<file path="src/rtl/tao_pkg.sv">
// ----------------------------------------------------------------------------
// tao_pkg
// Shared widths, angle constants and the context record carried down the pipe.
// ----------------------------------------------------------------------------
package tao_pkg;

   // result angle, Q3.13 radians
   localparam int ANGLE_W = 16;
   // arctan table entries never exceed pi/4 in Q3.13 (6434), so 13 bits
   localparam int ROM_W   = 13;
   // step between neighboring table entries stays below 2^11 for 8+ entries
   localparam int FRAC_W  = 11;
   // fraction bits of the angle format
   localparam int Q_FRAC  = 13;

   localparam logic signed [ANGLE_W-1:0] ANGLE_ZERO       = 16'sd0;
   localparam logic signed [ANGLE_W-1:0] ANGLE_PI         = 16'sd25736;
   localparam logic signed [ANGLE_W-1:0] ANGLE_HALF_PI    = 16'sd12868;
   localparam logic signed [ANGLE_W-1:0] ANGLE_QUARTER_PI = 16'sd6434;

   // how the first-octant angle is turned into the final angle
   typedef struct packed {
      logic signed [ANGLE_W-1:0] base;    // angle the octant value is added to
      logic                      negate;  // subtract the octant value instead
      logic                      fixed;   // axis point: octant value is zero
      logic                      equal;   // |x| == |y|: octant value is pi/4
   } tao_ctx_type;

   localparam int CTX_W = $bits(tao_ctx_type);

endpackage

</file>
<file path="src/rtl/tao_if.sv">
// ----------------------------------------------------------------------------
// tao_if
// Valid/ready channels: coordinate requests in, angle results out.
// ----------------------------------------------------------------------------
interface tao_req_if #(
   parameter int INPUT_WIDTH = 16
);
   logic                          valid;
   logic                          ready;
   logic signed [INPUT_WIDTH-1:0] x_coord;
   logic signed [INPUT_WIDTH-1:0] y_coord;

   modport source (output valid, output x_coord, output y_coord, input ready);
   modport sink   (input valid, input x_coord, input y_coord, output ready);
endinterface

interface tao_rsp_if;
   logic                               valid;
   logic                               ready;
   logic signed [tao_pkg::ANGLE_W-1:0] angle;

   modport source (output valid, output angle, input ready);
   modport sink   (input valid, input angle, output ready);
endinterface

</file>
<file path="src/rtl/tao_fold.sv">
// ----------------------------------------------------------------------------
// tao_fold
// Two stages: magnitudes and signs, then octant fold and numerator scaling.
// ----------------------------------------------------------------------------
module tao_fold #(
   parameter int INPUT_WIDTH   = 16,
   parameter int TABLE_ENTRIES = 32,
   localparam int IDX_W        = $clog2(TABLE_ENTRIES)
) (
   input  logic                          clock,
   input  logic                          reset,
   input  logic                          in_valid,
   output logic                          in_ready,
   input  logic signed [INPUT_WIDTH-1:0] in_x,
   input  logic signed [INPUT_WIDTH-1:0] in_y,
   output logic                          out_valid,
   input  logic                          out_ready,
   output logic [INPUT_WIDTH-1:0]        out_rem,
   output logic [IDX_W-1:0]              out_low,
   output logic [INPUT_WIDTH-1:0]        out_large,
   output tao_pkg::tao_ctx_type          out_ctx
);
   import tao_pkg::*;

   localparam int QW = INPUT_WIDTH + IDX_W;

   // stage a: magnitudes
   logic                   va_ff;
   logic                   a_ready;
   logic [INPUT_WIDTH-1:0] ax_ff, ay_ff;
   logic                   xneg_ff, yneg_ff, xzero_ff, yzero_ff;

   // stage b: folded operands
   logic                   vb_ff;
   logic                   b_ready;
   logic [INPUT_WIDTH-1:0] rem_ff, rem_in;
   logic [IDX_W-1:0]       low_ff, low_in;
   logic [INPUT_WIDTH-1:0] large_ff, large_in;
   tao_ctx_type            ctx_ff, ctx_in;

   logic                   x_big;
   logic [INPUT_WIDTH-1:0] small_val;
   logic [QW-1:0]          scaled;

   assign b_ready  = !vb_ff || out_ready;
   assign a_ready  = !va_ff || b_ready;
   assign in_ready = a_ready;

   always_ff @(posedge clock) begin
      if (reset) begin
         va_ff <= 1'b0;
      end else if (a_ready) begin
         va_ff <= in_valid;
      end
      if (a_ready && in_valid) begin
         // the most negative input maps to 2^(W-1), exact as unsigned
         ax_ff    <= in_x[INPUT_WIDTH-1] ? INPUT_WIDTH'(-in_x) : INPUT_WIDTH'(in_x);
         ay_ff    <= in_y[INPUT_WIDTH-1] ? INPUT_WIDTH'(-in_y) : INPUT_WIDTH'(in_y);
         xneg_ff  <= in_x[INPUT_WIDTH-1];
         yneg_ff  <= in_y[INPUT_WIDTH-1];
         xzero_ff <= (in_x == '0);
         yzero_ff <= (in_y == '0);
      end
   end

   always_comb begin
      x_big         = ax_ff > ay_ff;
      ctx_in.base   = ANGLE_ZERO;
      ctx_in.negate = 1'b0;
      ctx_in.fixed  = 1'b0;
      ctx_in.equal  = 1'b0;
      if (yzero_ff) begin
         ctx_in.fixed = 1'b1;
         ctx_in.base  = (xzero_ff || xneg_ff) ? ANGLE_PI : ANGLE_ZERO;
      end else if (xzero_ff) begin
         ctx_in.fixed = 1'b1;
         ctx_in.base  = yneg_ff ? -ANGLE_HALF_PI : ANGLE_HALF_PI;
      end else begin
         ctx_in.equal = (ax_ff == ay_ff);
         if (!xneg_ff) begin
            if (!yneg_ff) begin
               ctx_in.base   = x_big ? ANGLE_ZERO : ANGLE_HALF_PI;
               ctx_in.negate = !x_big;
            end else begin
               ctx_in.base   = x_big ? ANGLE_ZERO : -ANGLE_HALF_PI;
               ctx_in.negate = x_big;
            end
         end else begin
            if (!yneg_ff) begin
               ctx_in.base   = x_big ? ANGLE_PI : ANGLE_HALF_PI;
               ctx_in.negate = x_big;
            end else begin
               ctx_in.base   = x_big ? -ANGLE_PI : -ANGLE_HALF_PI;
               ctx_in.negate = !x_big;
            end
         end
      end

      // axes and equal magnitudes bypass the table: divide 0 by 1
      if (ctx_in.fixed || ctx_in.equal) begin
         large_in  = INPUT_WIDTH'(1);
         small_val = '0;
      end else begin
         large_in  = x_big ? ax_ff : ay_ff;
         small_val = x_big ? ay_ff : ax_ff;
      end

      // small < large, so small*N / large < N and the top part is < large
      scaled = QW'(small_val) * QW'(TABLE_ENTRIES);
      rem_in = scaled[QW-1:IDX_W];
      low_in = scaled[IDX_W-1:0];
   end

   always_ff @(posedge clock) begin
      if (reset) begin
         vb_ff <= 1'b0;
      end else if (b_ready) begin
         vb_ff <= va_ff;
      end
      if (b_ready && va_ff) begin
         rem_ff   <= rem_in;
         low_ff   <= low_in;
         large_ff <= large_in;
         ctx_ff   <= ctx_in;
      end
   end

   assign out_valid = vb_ff;
   assign out_rem   = rem_ff;
   assign out_low   = low_ff;
   assign out_large = large_ff;
   assign out_ctx   = ctx_ff;

endmodule

</file>
<file path="src/rtl/tao_div_cell.sv">
// ----------------------------------------------------------------------------
// tao_div_cell
// One restoring-division step: shifts in a dividend bit, emits a quotient bit.
// ----------------------------------------------------------------------------
module tao_div_cell #(
   parameter int REM_W  = 16,
   parameter int LOW_W  = 5,
   parameter int SIDE_W = 19
) (
   input  logic              clock,
   input  logic              reset,
   input  logic              in_valid,
   output logic              in_ready,
   input  logic [REM_W-1:0]  in_rem,
   input  logic [REM_W-1:0]  in_divisor,
   input  logic [LOW_W-1:0]  in_low,
   input  logic [SIDE_W-1:0] in_side,
   output logic              out_valid,
   input  logic              out_ready,
   output logic [REM_W-1:0]  out_rem,
   output logic [REM_W-1:0]  out_divisor,
   output logic [LOW_W-1:0]  out_low,
   output logic [SIDE_W-1:0] out_side
);
   // low holds unconsumed dividend bits on top, quotient bits below

   logic              valid_ff;
   logic [REM_W-1:0]  rem_ff, rem_in;
   logic [REM_W-1:0]  divisor_ff;
   logic [LOW_W-1:0]  low_ff, low_in;
   logic [SIDE_W-1:0] side_ff;
   logic [REM_W:0]    trial;
   logic              fits;

   assign in_ready = !valid_ff || out_ready;

   always_comb begin
      trial  = {in_rem, in_low[LOW_W-1]};
      fits   = trial >= {1'b0, in_divisor};
      rem_in = fits ? REM_W'(trial - {1'b0, in_divisor}) : trial[REM_W-1:0];
      low_in = {in_low[LOW_W-2:0], fits};
   end

   always_ff @(posedge clock) begin
      if (reset) begin
         valid_ff <= 1'b0;
      end else if (in_ready) begin
         valid_ff <= in_valid;
      end
      if (in_ready && in_valid) begin
         rem_ff     <= rem_in;
         divisor_ff <= in_divisor;
         low_ff     <= low_in;
         side_ff    <= in_side;
      end
   end

   assign out_valid   = valid_ff;
   assign out_rem     = rem_ff;
   assign out_divisor = divisor_ff;
   assign out_low     = low_ff;
   assign out_side    = side_ff;

endmodule

</file>
<file path="src/rtl/tao_lerp.sv">
// ----------------------------------------------------------------------------
// tao_lerp
// Two stages: arctan table lookup, then the interpolation product plus round.
// ----------------------------------------------------------------------------
module tao_lerp #(
   parameter int INPUT_WIDTH   = 16,
   parameter int TABLE_ENTRIES = 32,
   localparam int IDX_W        = $clog2(TABLE_ENTRIES)
) (
   input  logic                          clock,
   input  logic                          reset,
   input  logic                          in_valid,
   output logic                          in_ready,
   input  logic [IDX_W-1:0]              in_index,
   input  logic [INPUT_WIDTH-1:0]        in_rem,
   input  logic [INPUT_WIDTH-1:0]        in_large,
   input  tao_pkg::tao_ctx_type          in_ctx,
   output logic                          out_valid,
   input  logic                          out_ready,
   output logic [INPUT_WIDTH-1:0]        out_rem,
   output logic [tao_pkg::FRAC_W-1:0]    out_low,
   output logic [INPUT_WIDTH-1:0]        out_large,
   output logic [tao_pkg::ROM_W-1:0]     out_base,
   output tao_pkg::tao_ctx_type          out_ctx
);
   import tao_pkg::*;

   localparam int RW = $clog2(TABLE_ENTRIES + 1);
   localparam int DW = INPUT_WIDTH + FRAC_W;
   // table step as a ratio, 1/N
   localparam real INV_ENTRIES = 1.0 / real'(TABLE_ENTRIES);

   // entry i = arctan(i/N) in Q3.13, rounded to nearest
   function automatic logic [ROM_W-1:0] atan_entry(input int idx);
      real ang;
      ang = $atan(real'(idx) * INV_ENTRIES) * real'(1 << Q_FRAC);
      return ROM_W'($rtoi(ang + 0.5));
   endfunction

   logic [ROM_W-1:0] rom_table [TABLE_ENTRIES+1];

   for (genvar g = 0; g <= TABLE_ENTRIES; g++) begin : g_rom
      assign rom_table[g] = atan_entry(g);
   end

   // stage 1: lookup
   logic                   v1_ff;
   logic                   s1_ready;
   logic [ROM_W-1:0]       base_ff;
   logic [FRAC_W-1:0]      diff_ff;
   logic [INPUT_WIDTH-1:0] r_ff, large1_ff;
   tao_ctx_type            ctx1_ff;
   logic [RW-1:0]          idx_lo, idx_hi;

   // stage 2: rounded numerator of the fractional step
   logic                   v2_ff;
   logic                   s2_ready;
   logic [DW-1:0]          dividend_ff, dividend_in;
   logic [INPUT_WIDTH-1:0] large2_ff;
   logic [ROM_W-1:0]       base2_ff;
   tao_ctx_type            ctx2_ff;

   assign s2_ready = !v2_ff || out_ready;
   assign s1_ready = !v1_ff || s2_ready;
   assign in_ready = s1_ready;

   assign idx_lo = RW'(in_index);
   assign idx_hi = idx_lo + RW'(1);

   always_ff @(posedge clock) begin
      if (reset) begin
         v1_ff <= 1'b0;
      end else if (s1_ready) begin
         v1_ff <= in_valid;
      end
      if (s1_ready && in_valid) begin
         base_ff   <= rom_table[idx_lo];
         diff_ff   <= FRAC_W'(rom_table[idx_hi] - rom_table[idx_lo]);
         r_ff      <= in_rem;
         large1_ff <= in_large;
         ctx1_ff   <= in_ctx;
      end
   end

   // step*r + large/2 < (step+1)*large, so the quotient fits FRAC_W bits
   assign dividend_in = DW'(diff_ff) * DW'(r_ff) + DW'(large1_ff >> 1);

   always_ff @(posedge clock) begin
      if (reset) begin
         v2_ff <= 1'b0;
      end else if (s2_ready) begin
         v2_ff <= v1_ff;
      end
      if (s2_ready && v1_ff) begin
         dividend_ff <= dividend_in;
         large2_ff   <= large1_ff;
         base2_ff    <= base_ff;
         ctx2_ff     <= ctx1_ff;
      end
   end

   assign out_valid = v2_ff;
   assign out_rem   = dividend_ff[DW-1:FRAC_W];
   assign out_low   = dividend_ff[FRAC_W-1:0];
   assign out_large = large2_ff;
   assign out_base  = base2_ff;
   assign out_ctx   = ctx2_ff;

endmodule

</file>
<file path="src/rtl/tao_unfold.sv">
// ----------------------------------------------------------------------------
// tao_unfold
// Output register: first-octant angle mapped back to the full circle.
// ----------------------------------------------------------------------------
module tao_unfold (
   input  logic                               clock,
   input  logic                               reset,
   input  logic                               in_valid,
   output logic                               in_ready,
   input  logic [tao_pkg::FRAC_W-1:0]         in_quot,
   input  logic [tao_pkg::ROM_W-1:0]          in_base,
   input  tao_pkg::tao_ctx_type               in_ctx,
   output logic                               out_valid,
   input  logic                               out_ready,
   output logic signed [tao_pkg::ANGLE_W-1:0] out_angle
);
   import tao_pkg::*;

   logic                      valid_ff;
   logic signed [ANGLE_W-1:0] angle_ff, angle_in;
   logic signed [ANGLE_W-1:0] oct;

   assign in_ready = !valid_ff || out_ready;

   always_comb begin
      if (in_ctx.equal) begin
         oct = ANGLE_QUARTER_PI;
      end else if (in_ctx.fixed) begin
         oct = ANGLE_ZERO;
      end else begin
         oct = ANGLE_W'(in_base) + ANGLE_W'(in_quot);
      end
      angle_in = in_ctx.negate ? in_ctx.base - oct : in_ctx.base + oct;
   end

   always_ff @(posedge clock) begin
      if (reset) begin
         valid_ff <= 1'b0;
      end else if (in_ready) begin
         valid_ff <= in_valid;
      end
      if (in_ready && in_valid) begin
         angle_ff <= angle_in;
      end
   end

   assign out_valid = valid_ff;
   assign out_angle = angle_ff;

endmodule

</file>
<file path="src/rtl/table_atan2_octant_top.sv">
// ----------------------------------------------------------------------------
// table_atan2_octant_top
// Four-quadrant arctangent of (x, y) by table lookup and linear interpolation.
// Throughput: one request per cycle; each stage stalls only when full and blocked.
// Reset: synchronous, clears every stage valid bit; the arctan table is constant.
// ----------------------------------------------------------------------------
// Pipeline, one cell per register stage, each with its own valid bit:
//   fold (2)   magnitudes, sign flags, octant fold, small*N
//   index div  one cell per index bit: i = small*N / large, r = remainder
//   lerp (2)   table lookup at i and i+1, then step*r + large/2
//   frac div   one cell per bit of the interpolation step
//   unfold (1) octant value back to the full circle, output register
// A request moves forward whenever the next stage is empty or moving, so
// bubbles collapse and new requests are taken while a result waits.
module table_atan2_octant_top #(
   parameter int INPUT_WIDTH   = 16,
   parameter int TABLE_ENTRIES = 32
) (
   input  logic      clock,
   input  logic      reset,
   tao_req_if.sink   req_bus,
   tao_rsp_if.source rsp_bus
);
   import tao_pkg::*;

   localparam int IDX_W   = $clog2(TABLE_ENTRIES);
   localparam int FSIDE_W = ROM_W + CTX_W;

   // index divider chain: element 0 is the fold output, element IDX_W the lerp input
   logic                   idx_valid [IDX_W+1];
   logic                   idx_ready [IDX_W+1];
   logic [INPUT_WIDTH-1:0] idx_rem   [IDX_W+1];
   logic [INPUT_WIDTH-1:0] idx_div   [IDX_W+1];
   logic [IDX_W-1:0]       idx_low   [IDX_W+1];
   logic [CTX_W-1:0]       idx_side  [IDX_W+1];

   // fraction divider chain: side carries table base and context
   logic                   frac_valid [FRAC_W+1];
   logic                   frac_ready [FRAC_W+1];
   logic [INPUT_WIDTH-1:0] frac_rem   [FRAC_W+1];
   logic [INPUT_WIDTH-1:0] frac_div   [FRAC_W+1];
   logic [FRAC_W-1:0]      frac_low   [FRAC_W+1];
   logic [FSIDE_W-1:0]     frac_side  [FRAC_W+1];

   tao_ctx_type      fold_ctx;
   tao_ctx_type      lerp_ctx;
   tao_ctx_type      frac_ctx;
   logic [ROM_W-1:0] lerp_base;

   tao_fold #(
      .INPUT_WIDTH  (INPUT_WIDTH),
      .TABLE_ENTRIES(TABLE_ENTRIES)
   ) u_fold (
      .clock    (clock),
      .reset    (reset),
      .in_valid (req_bus.valid),
      .in_ready (req_bus.ready),
      .in_x     (req_bus.x_coord),
      .in_y     (req_bus.y_coord),
      .out_valid(idx_valid[0]),
      .out_ready(idx_ready[0]),
      .out_rem  (idx_rem[0]),
      .out_low  (idx_low[0]),
      .out_large(idx_div[0]),
      .out_ctx  (fold_ctx)
   );

   assign idx_side[0] = fold_ctx;

   for (genvar k = 0; k < IDX_W; k++) begin : g_idx
      tao_div_cell #(
         .REM_W (INPUT_WIDTH),
         .LOW_W (IDX_W),
         .SIDE_W(CTX_W)
      ) u_cell (
         .clock      (clock),
         .reset      (reset),
         .in_valid   (idx_valid[k]),
         .in_ready   (idx_ready[k]),
         .in_rem     (idx_rem[k]),
         .in_divisor (idx_div[k]),
         .in_low     (idx_low[k]),
         .in_side    (idx_side[k]),
         .out_valid  (idx_valid[k+1]),
         .out_ready  (idx_ready[k+1]),
         .out_rem    (idx_rem[k+1]),
         .out_divisor(idx_div[k+1]),
         .out_low    (idx_low[k+1]),
         .out_side   (idx_side[k+1])
      );
   end

   assign lerp_ctx = tao_ctx_type'(idx_side[IDX_W]);

   // after the index cells: low = table index, rem = remainder r
   tao_lerp #(
      .INPUT_WIDTH  (INPUT_WIDTH),
      .TABLE_ENTRIES(TABLE_ENTRIES)
   ) u_lerp (
      .clock    (clock),
      .reset    (reset),
      .in_valid (idx_valid[IDX_W]),
      .in_ready (idx_ready[IDX_W]),
      .in_index (idx_low[IDX_W]),
      .in_rem   (idx_rem[IDX_W]),
      .in_large (idx_div[IDX_W]),
      .in_ctx   (lerp_ctx),
      .out_valid(frac_valid[0]),
      .out_ready(frac_ready[0]),
      .out_rem  (frac_rem[0]),
      .out_low  (frac_low[0]),
      .out_large(frac_div[0]),
      .out_base (lerp_base),
      .out_ctx  (frac_ctx)
   );

   assign frac_side[0] = {lerp_base, frac_ctx};

   for (genvar k = 0; k < FRAC_W; k++) begin : g_frac
      if (k < FRAC_W - 1) begin : g_mid
         tao_div_cell #(
            .REM_W (INPUT_WIDTH),
            .LOW_W (FRAC_W),
            .SIDE_W(FSIDE_W)
         ) u_cell (
            .clock      (clock),
            .reset      (reset),
            .in_valid   (frac_valid[k]),
            .in_ready   (frac_ready[k]),
            .in_rem     (frac_rem[k]),
            .in_divisor (frac_div[k]),
            .in_low     (frac_low[k]),
            .in_side    (frac_side[k]),
            .out_valid  (frac_valid[k+1]),
            .out_ready  (frac_ready[k+1]),
            .out_rem    (frac_rem[k+1]),
            .out_divisor(frac_div[k+1]),
            .out_low    (frac_low[k+1]),
            .out_side   (frac_side[k+1])
         );
      end else begin : g_last
         // final remainder and divisor are not needed past this cell
         tao_div_cell #(
            .REM_W (INPUT_WIDTH),
            .LOW_W (FRAC_W),
            .SIDE_W(FSIDE_W)
         ) u_cell (
            .clock      (clock),
            .reset      (reset),
            .in_valid   (frac_valid[k]),
            .in_ready   (frac_ready[k]),
            .in_rem     (frac_rem[k]),
            .in_divisor (frac_div[k]),
            .in_low     (frac_low[k]),
            .in_side    (frac_side[k]),
            .out_valid  (frac_valid[k+1]),
            .out_ready  (frac_ready[k+1]),
            .out_rem    (),
            .out_divisor(),
            .out_low    (frac_low[k+1]),
            .out_side   (frac_side[k+1])
         );
      end
   end

   // rounded interpolation step is the fraction quotient
   tao_unfold u_unfold (
      .clock    (clock),
      .reset    (reset),
      .in_valid (frac_valid[FRAC_W]),
      .in_ready (frac_ready[FRAC_W]),
      .in_quot  (frac_low[FRAC_W]),
      .in_base  (frac_side[FRAC_W][FSIDE_W-1:CTX_W]),
      .in_ctx   (tao_ctx_type'(frac_side[FRAC_W][CTX_W-1:0])),
      .out_valid(rsp_bus.valid),
      .out_ready(rsp_bus.ready),
      .out_angle(rsp_bus.angle)
   );

endmodule

</file>
<file path="src/flat_wrapper.sv">
// flat-port wrapper written by rule: the top's interface ports become plain ports
module table_atan2_octant_top_flat import tao_pkg::*;
#(
   parameter int INPUT_WIDTH   = 16,
   parameter int TABLE_ENTRIES = 32
)
  (clock, reset, req_bus_valid, req_bus_x_coord, req_bus_y_coord, req_bus_ready, rsp_bus_valid, rsp_bus_angle, rsp_bus_ready);
  tao_req_if #(.INPUT_WIDTH(INPUT_WIDTH)) req_bus_i ();
  tao_rsp_if rsp_bus_i ();
  input  logic clock;
  input  logic reset;
  input wire logic [$bits(req_bus_i.valid)-1:0] req_bus_valid;
  input wire logic [$bits(req_bus_i.x_coord)-1:0] req_bus_x_coord;
  input wire logic [$bits(req_bus_i.y_coord)-1:0] req_bus_y_coord;
  output wire logic [$bits(req_bus_i.ready)-1:0] req_bus_ready;
  output wire logic [$bits(rsp_bus_i.valid)-1:0] rsp_bus_valid;
  output wire logic [$bits(rsp_bus_i.angle)-1:0] rsp_bus_angle;
  input wire logic [$bits(rsp_bus_i.ready)-1:0] rsp_bus_ready;
  assign req_bus_i.valid = req_bus_valid;
  assign req_bus_i.x_coord = req_bus_x_coord;
  assign req_bus_i.y_coord = req_bus_y_coord;
  assign req_bus_ready = req_bus_i.ready;
  assign rsp_bus_valid = rsp_bus_i.valid;
  assign rsp_bus_angle = rsp_bus_i.angle;
  assign rsp_bus_i.ready = rsp_bus_ready;
  table_atan2_octant_top #(.INPUT_WIDTH(INPUT_WIDTH), .TABLE_ENTRIES(TABLE_ENTRIES)) u_core (.clock(clock), .reset(reset), .req_bus(req_bus_i), .rsp_bus(rsp_bus_i));
endmodule
</file>
<file path="config.mk">
export PLATFORM = sky130hd
export DESIGN_NAME = table_atan2_octant_top_flat
export DESIGN_NICKNAME = d
export VERILOG_FILES = /design/src/rtl/tao_pkg.sv /design/src/rtl/tao_if.sv /design/src/rtl/tao_fold.sv /design/src/rtl/tao_div_cell.sv /design/src/rtl/tao_lerp.sv /design/src/rtl/tao_unfold.sv /design/src/rtl/table_atan2_octant_top.sv /design/src/flat_wrapper.sv
export SDC_FILE = /design/constraint.sdc
export NUM_CORES = 2
export LEC_CHECK = 0
export BUFFER_PORTS_ARGS = -buffer_cell sky130_fd_sc_hd__clkbuf_2
export CAP_MARGIN = 40
export CORE_ASPECT_RATIO = 0.5
export CORE_MARGIN = 10
export CORE_UTILIZATION = 65
export DETAILED_ROUTE_END_ITERATION = 8
export PLACE_DENSITY = 0.82
export SKIP_CTS_REPAIR_TIMING = 1
export SYNTH_ARGS = -nofsm -noshare
export SYNTH_HDL_FRONTEND = slang
export SYNTH_SLANG_ARGS = --single-unit
</file>
<file path="constraint.sdc">
create_clock -name clock -period 12.5 [get_ports clock]
set_input_delay 1.25 -clock clock [delete_from_list [all_inputs] [get_ports clock]]
set_output_delay 1.25 -clock clock [all_outputs]
set_load 0.05 [all_outputs]
</file>
==> out/results.env <==
REGTOREGSETUPSLACK_NS=6.31
SYN_NETS=5510
FLOORPLAN.INITIALDENSITY_PCT=65.5
POST-PLACE-WS_NS=6.30
SYNTH_XOR_XNOR_AREA_SHARE_PCT=2.87
SYNTHADDERAREAFRAC_PCT=13.3
MAIN_COMBINATIONAL_CELL_FAMILY_BY_AREA_AFTER_SYNTHESIS='adder cells'
CELL_WITH_THE_MOST_INSTANCES_AFTER_SYNTHESIS='edfxtp_1'
CRIT-REG2REG-CAPTURE='u_core.u_lerp.dividend_ff[25]$_DFFE_PP_'
POWER_uW=7750
CTS_TREE='yes'
SEQ_AREA_FRAC_SYNTH_PCT=56.2
CTS.HTREE.LEVELS=3
TIMING_MAX_TRANSITION_VIOLATIONS_FINAL=0
GRT_USE_TOTAL_PCT=21.4
SYNTHFLOPTYPE='edfxtp_1'
GRT_SETUP_UNREPAIRED='false'
GROUTE.LAYER.MET2.USAGE_PCT=37.6
WORST_CLOCK_SKEW_NS=0.0667
FINALWIRELENGTH_MM=116
SYNTH.TOP_CELLS.BY_COUNT='edfxtp_1 (1126), inv_1 (581), ha_1 (394), nand2_1 (327), nor2_1 (311)'
SYNTH.DISTINCT_CELLS=94
POST_DR_VIAS_CELL=5.84
SHARE_OF_THE_CYCLE_NEEDED_BY_THE_CRITICAL_PATH_AFTER_ROUTING_PCT=49.5
P_LEAK_uW=0.0258
SYNTH_SEQ_CELLS=1147
CRITPATHKIND='register to register'
MAXIMUM_NUMBER_OF_PINS_ON_ONE_NET_BEFORE_GLOBAL_ROUTE_REPAIR=66
GLOBAL_ROUTE.USAGE.MET1_PCT=27.0
FLOORPLAN.CORE_AREA_MM2=0.0930
FILL_CELL_TOTAL_OF_THE_FINISHED_LAYOUT=5957
PATH_CLK_SLEW_NS=0.08
CRITICAL_PATH.MOST_COMMON_CELL='fa_1'
FP-ROW-COUNT=79
IO_BUFFER_COUNT=53
SYNTH_AREA_PER_CELL_UM2=12.4
START_POINT_OF_THE_CRITICAL_PATH='u_core.u_lerp.diff_ff[4]$_DFFE_PP_'
SYNTH.CELL_AREA_MM2=0.0609
REGTOREGSTARTPOINT='u_core.u_lerp.diff_ff[4]$_DFFE_PP_'
STARTPOINT_TYPE='register'
MAXSLEWHEADROOM_PCT=38.2
HP-CLASS='register to register'
DEEPEST_CLOCK_PATH_BUFFER_COUNT=3
CTS.SINKS=1147
TIMING.FINAL.CRIT_PERIOD_NS=6.19
MAXCAPVIOLATIONS=0
CLK-INSERTION-DELAY-LATE_NS=0.75
DR.PASS1.ITERS=6
CP_CELL_SEQUENCE='nand2_1 > fa_1 > fa_1 > inv_1 > fa_1 > fa_1 > inv_1 > fa_1 > inv_1 > ha_1 > a21o_1 > a21o_1 > a21oi_1 > o21a_1 > a21oi_1 > o41ai_1 > mux2i_1 > o2111ai_1'
FINAL-SETUP-VIOL-COUNT=0
POWER.SHARE.COMBINATIONAL_PCT=4.5
FINAL_NET_COUNT=5574
ROOT_BUFFER='clkbuf_16'
YOSYS_WARNINGS=0
YOSYSTOPAREACELLSHARE_PCT=55.5
GRT.OVERFLOW.TOTAL=0
YOSYS.AREA_SHARE.SIMPLE_PCT=9.95
CP-END-KIND='register'
FINAL_CORE_AREA_UTILIZATION_PCT=71.0
FINAL_ROUTED_WIRE_LENGTH_DIVIDED_BY_CELL_COUNT_UM=18.3
ROUTE.VIAS.TOTAL=37000
GR-MAX-USAGE-LAYER='met2'
SYNTH-COMPOUND-AREA-SHARE_PCT=8.97
MUXSHAREOFSYNTHAREA_PCT=4.25
CRITICAL_PATH_ARRIVAL_NS=6.68
NUMBER_OF_ENDPOINTS_WITH_NEGATIVE_HOLD_SLACK_IN_THE_FINAL_REPORT=0
POWER.DENSITY_mW_PER_MM2=117
PLACE.GP.CONGESTION=0.948
DIE_WIDTH_UM=453
DRT_DRC_VIOLATIONS_LEFT=0
MAX_FREQ_MHz=162
TIMING_WORST_SLEW_PIN_VALUE_NS=0.927
CRIT_PATH_TOP_DELAY_CELL='edfxtp_1'
POWER_SWITCHING_SHARE_PCT=21.4
IR_DROP_mV=0.123
FINAL_LAYOUT_SIZE_SUFFIX_GT1_SHARE_PCT=9.74
GRT_ANTENNA_BEFORE_REPAIR=1
CRITPATHREQUIREDTIME_NS=12.99
DP_HPWL_MM=83.7
DIEHEIGHT_UM=236
GRT_UTIL_MET3_PCT=3.86
GRT_PASS1_WL_MM=189
SYNTH_TOP_CELLS_BY_AREA='edfxtp_1 (55%), ha_1 (8.1%), fa_1 (5.2%)'
WORSTSETUPENDPOINT='u_core.u_lerp.dividend_ff[25]$_DFFE_PP_'
OUTCOME='completed'
AREA_DELTA_SYNTH_FINAL_PCT=8.46
SYNTHCELLS=4922
SYNTH-EDFF-COUNT=1126
YS_ASYNC_SR_FRACTION_PCT=0
FLOORPLAN.IO_PINS=54
LEAST_SETUP_SLACK_ACROSS_ALL_PATHS_AFTER_LAYOUT_NS=6.31
WORST_R2R_PATH_DEPTH=18
DIE_AREA_MM2=0.107
CTS_BUFFERS=99
CLOCK_POWER_SHARE_PCT=40.5
ANTENNA_LEFT=0
P_SWITCHING_uW=1660
CRITICAL_PATH.MAX_STAGE_DELAY_NS=0.81
TNS_NS=0
PLACE_AREA_MM2=0.0627
DRTITER0DRC=2958
SYNTHDOMINANTAREACELLTYPE='edfxtp_1'
CELL_INTERNAL_PWR_uW=6090
SHARE_OF_TOTAL_POWER_IN_SEQUENTIAL_CELLS_PCT=54.9
STDCELL_AREA_MM2=0.0661
GRT_PASS1_VIAS=37700
WORSTPATHMAXFANOUT=16
-- area by class of cell --
type	instances	area, um^2	share of cell area (%)
Antenna cell	1	2.50	0.00379
Clock buffer	125	2640	3.99
Clock inverter	61	717	1.08
Inverter	582	2180	3.31
Multi-Input combinational cell	3069	24200	36.6
Sequential cell	1147	34200	51.8
Tap cell	1255	1570	2.38
Timing Repair Buffer	87	588	0.890
-- flip-flops by register name, summed over array words and instances (netlist names), 15 cells and up --
signal / count
u_core.g_frac.g_mid.u_cell.out_side: 220
u_core.g_idx.u_cell.out_side: 45
u_core.g_frac.g_mid.u_cell.out_divisor: 160
u_core.u_lerp.dividend_ff: 27
u_core.g_frac.g_mid.u_cell.out_rem: 160
u_core.u_fold.ay_ff: 16
u_core.u_lerp.out_large: 16
u_core.g_frac.g_last.u_cell.out_side: 22
u_core.u_unfold.out_angle: 16
u_core.u_fold.ax_ff: 16
u_core.g_idx.u_cell.out_divisor: 80
u_core.g_frac.g_mid.u_cell.out_low: 110
u_core.u_fold.out_large: 16
u_core.g_idx.u_cell.out_low: 15
u_core.u_lerp.r_ff: 16
u_core.u_lerp.large1_ff: 16
u_core.g_idx.u_cell.out_rem: 80
u_core.u_fold.out_rem: 16
-- layout by cell type, fill, tap and decap left out, drive strengths merged, types with 35 or more instances in the layout --
cell,count
a211oi,51
nor2b,83
ha,394
o21a,62
xor2,59
and2,82
o211ai,37
nand2,329
inv,584
mux2i,35
fa,158
mux2,195
nand3,116
a21boi,35
nand2b,55
nor2,312
a21oi,241
clkbuf,178
edfxtp,1126
o21ai,188
a21o,65
nor3,99
nand4,55
xnor2,138
clkinv,42
-- worst min-delay path by stage --
stage	startpoint	depth (start not counted)	end	slack, ns
finish	u_core.g_frac[1].g_mid.u_cell.out_side[21]$_DFFE_PP_	0	u_core.g_frac[2].g_mid.u_cell.out_side[21]$_DFFE_PP_	0.39
global placement	u_core.g_idx[4].u_cell.out_rem[5]$_DFFE_PP_	0	u_core.u_lerp.r_ff[5]$_DFFE_PP_	0.40
CTS	u_core.g_frac[1].g_mid.u_cell.out_side[21]$_DFFE_PP_	0	u_core.g_frac[2].g_mid.u_cell.out_side[21]$_DFFE_PP_	0.39
global route	u_core.g_frac[1].g_mid.u_cell.out_side[21]$_DFFE_PP_	0	u_core.g_frac[2].g_mid.u_cell.out_side[21]$_DFFE_PP_	0.40
floorplan	u_core.u_lerp.dividend_ff[9]$_DFFE_PP_	0	u_core.g_frac[0].g_mid.u_cell.out_low[10]$_DFFE_PP_	0.40
detailed placement	u_core.g_frac[0].g_mid.u_cell.out_low[7]$_DFFE_PP_	0	u_core.g_frac[1].g_mid.u_cell.out_low[8]$_DFFE_PP_	0.40
-- power by group through the flow --
stage / Sequential [uW] / Combinational, uW / Clock (uW)
2_1_floorplan: 4330 / 269 / 0
3_3_place_gp: 4340 / 327 / 0
3_5_place_dp: 4340 / 343 / 0
4_1_cts: 4260 / 347 / 3200
5_1_grt: 4260 / 394 / 3360
6_report: 4260 / 352 / 3140
-- cells by family after synthesis --
group                      Yosys count
muxes                              231
adders and majority gates          552
AOI/OAI and AO/OA                  843
and+or+nand+nor                   1245
xor gates and xnor gates           198
buffers and inverters              706
DFF                               1147
-- critical path, delay by kind of cell (launching register included) --
kind                       cells  cell delay [ns]
adders and majority gates      6             2.95
AOI/OAI and AO/OA              7             1.62
DFF                            1             0.81
muxes                          1             0.24
and+or+nand+nor                1             0.17
buffers and inverters          3             0.16
-- metal layers --
| layer | up-vias | routed length, um | part of all wire [%] |
|---|---|---|---|
| li1 | 17800 | - | - |
| met1 | 17900 | 48900 | 42 |
| met2 | 1051 | 58100 | 50 |
| met3 | 257 | 5480 | 4.7 |
| met4 | 0 | 3350 | 2.9 |
| met5 | - | 0 | 0 |
-- per-stage QoR --
step	hold WS, ns	instances
after floorplan	0.400	4922
after global placement	0.401	6133
after detailed placement	0.405	6139
after CTS	0.389	6325
after global routing	0.395	6327
final	0.390	6327
Note: power is estimated with default switching activity, not from simulation.
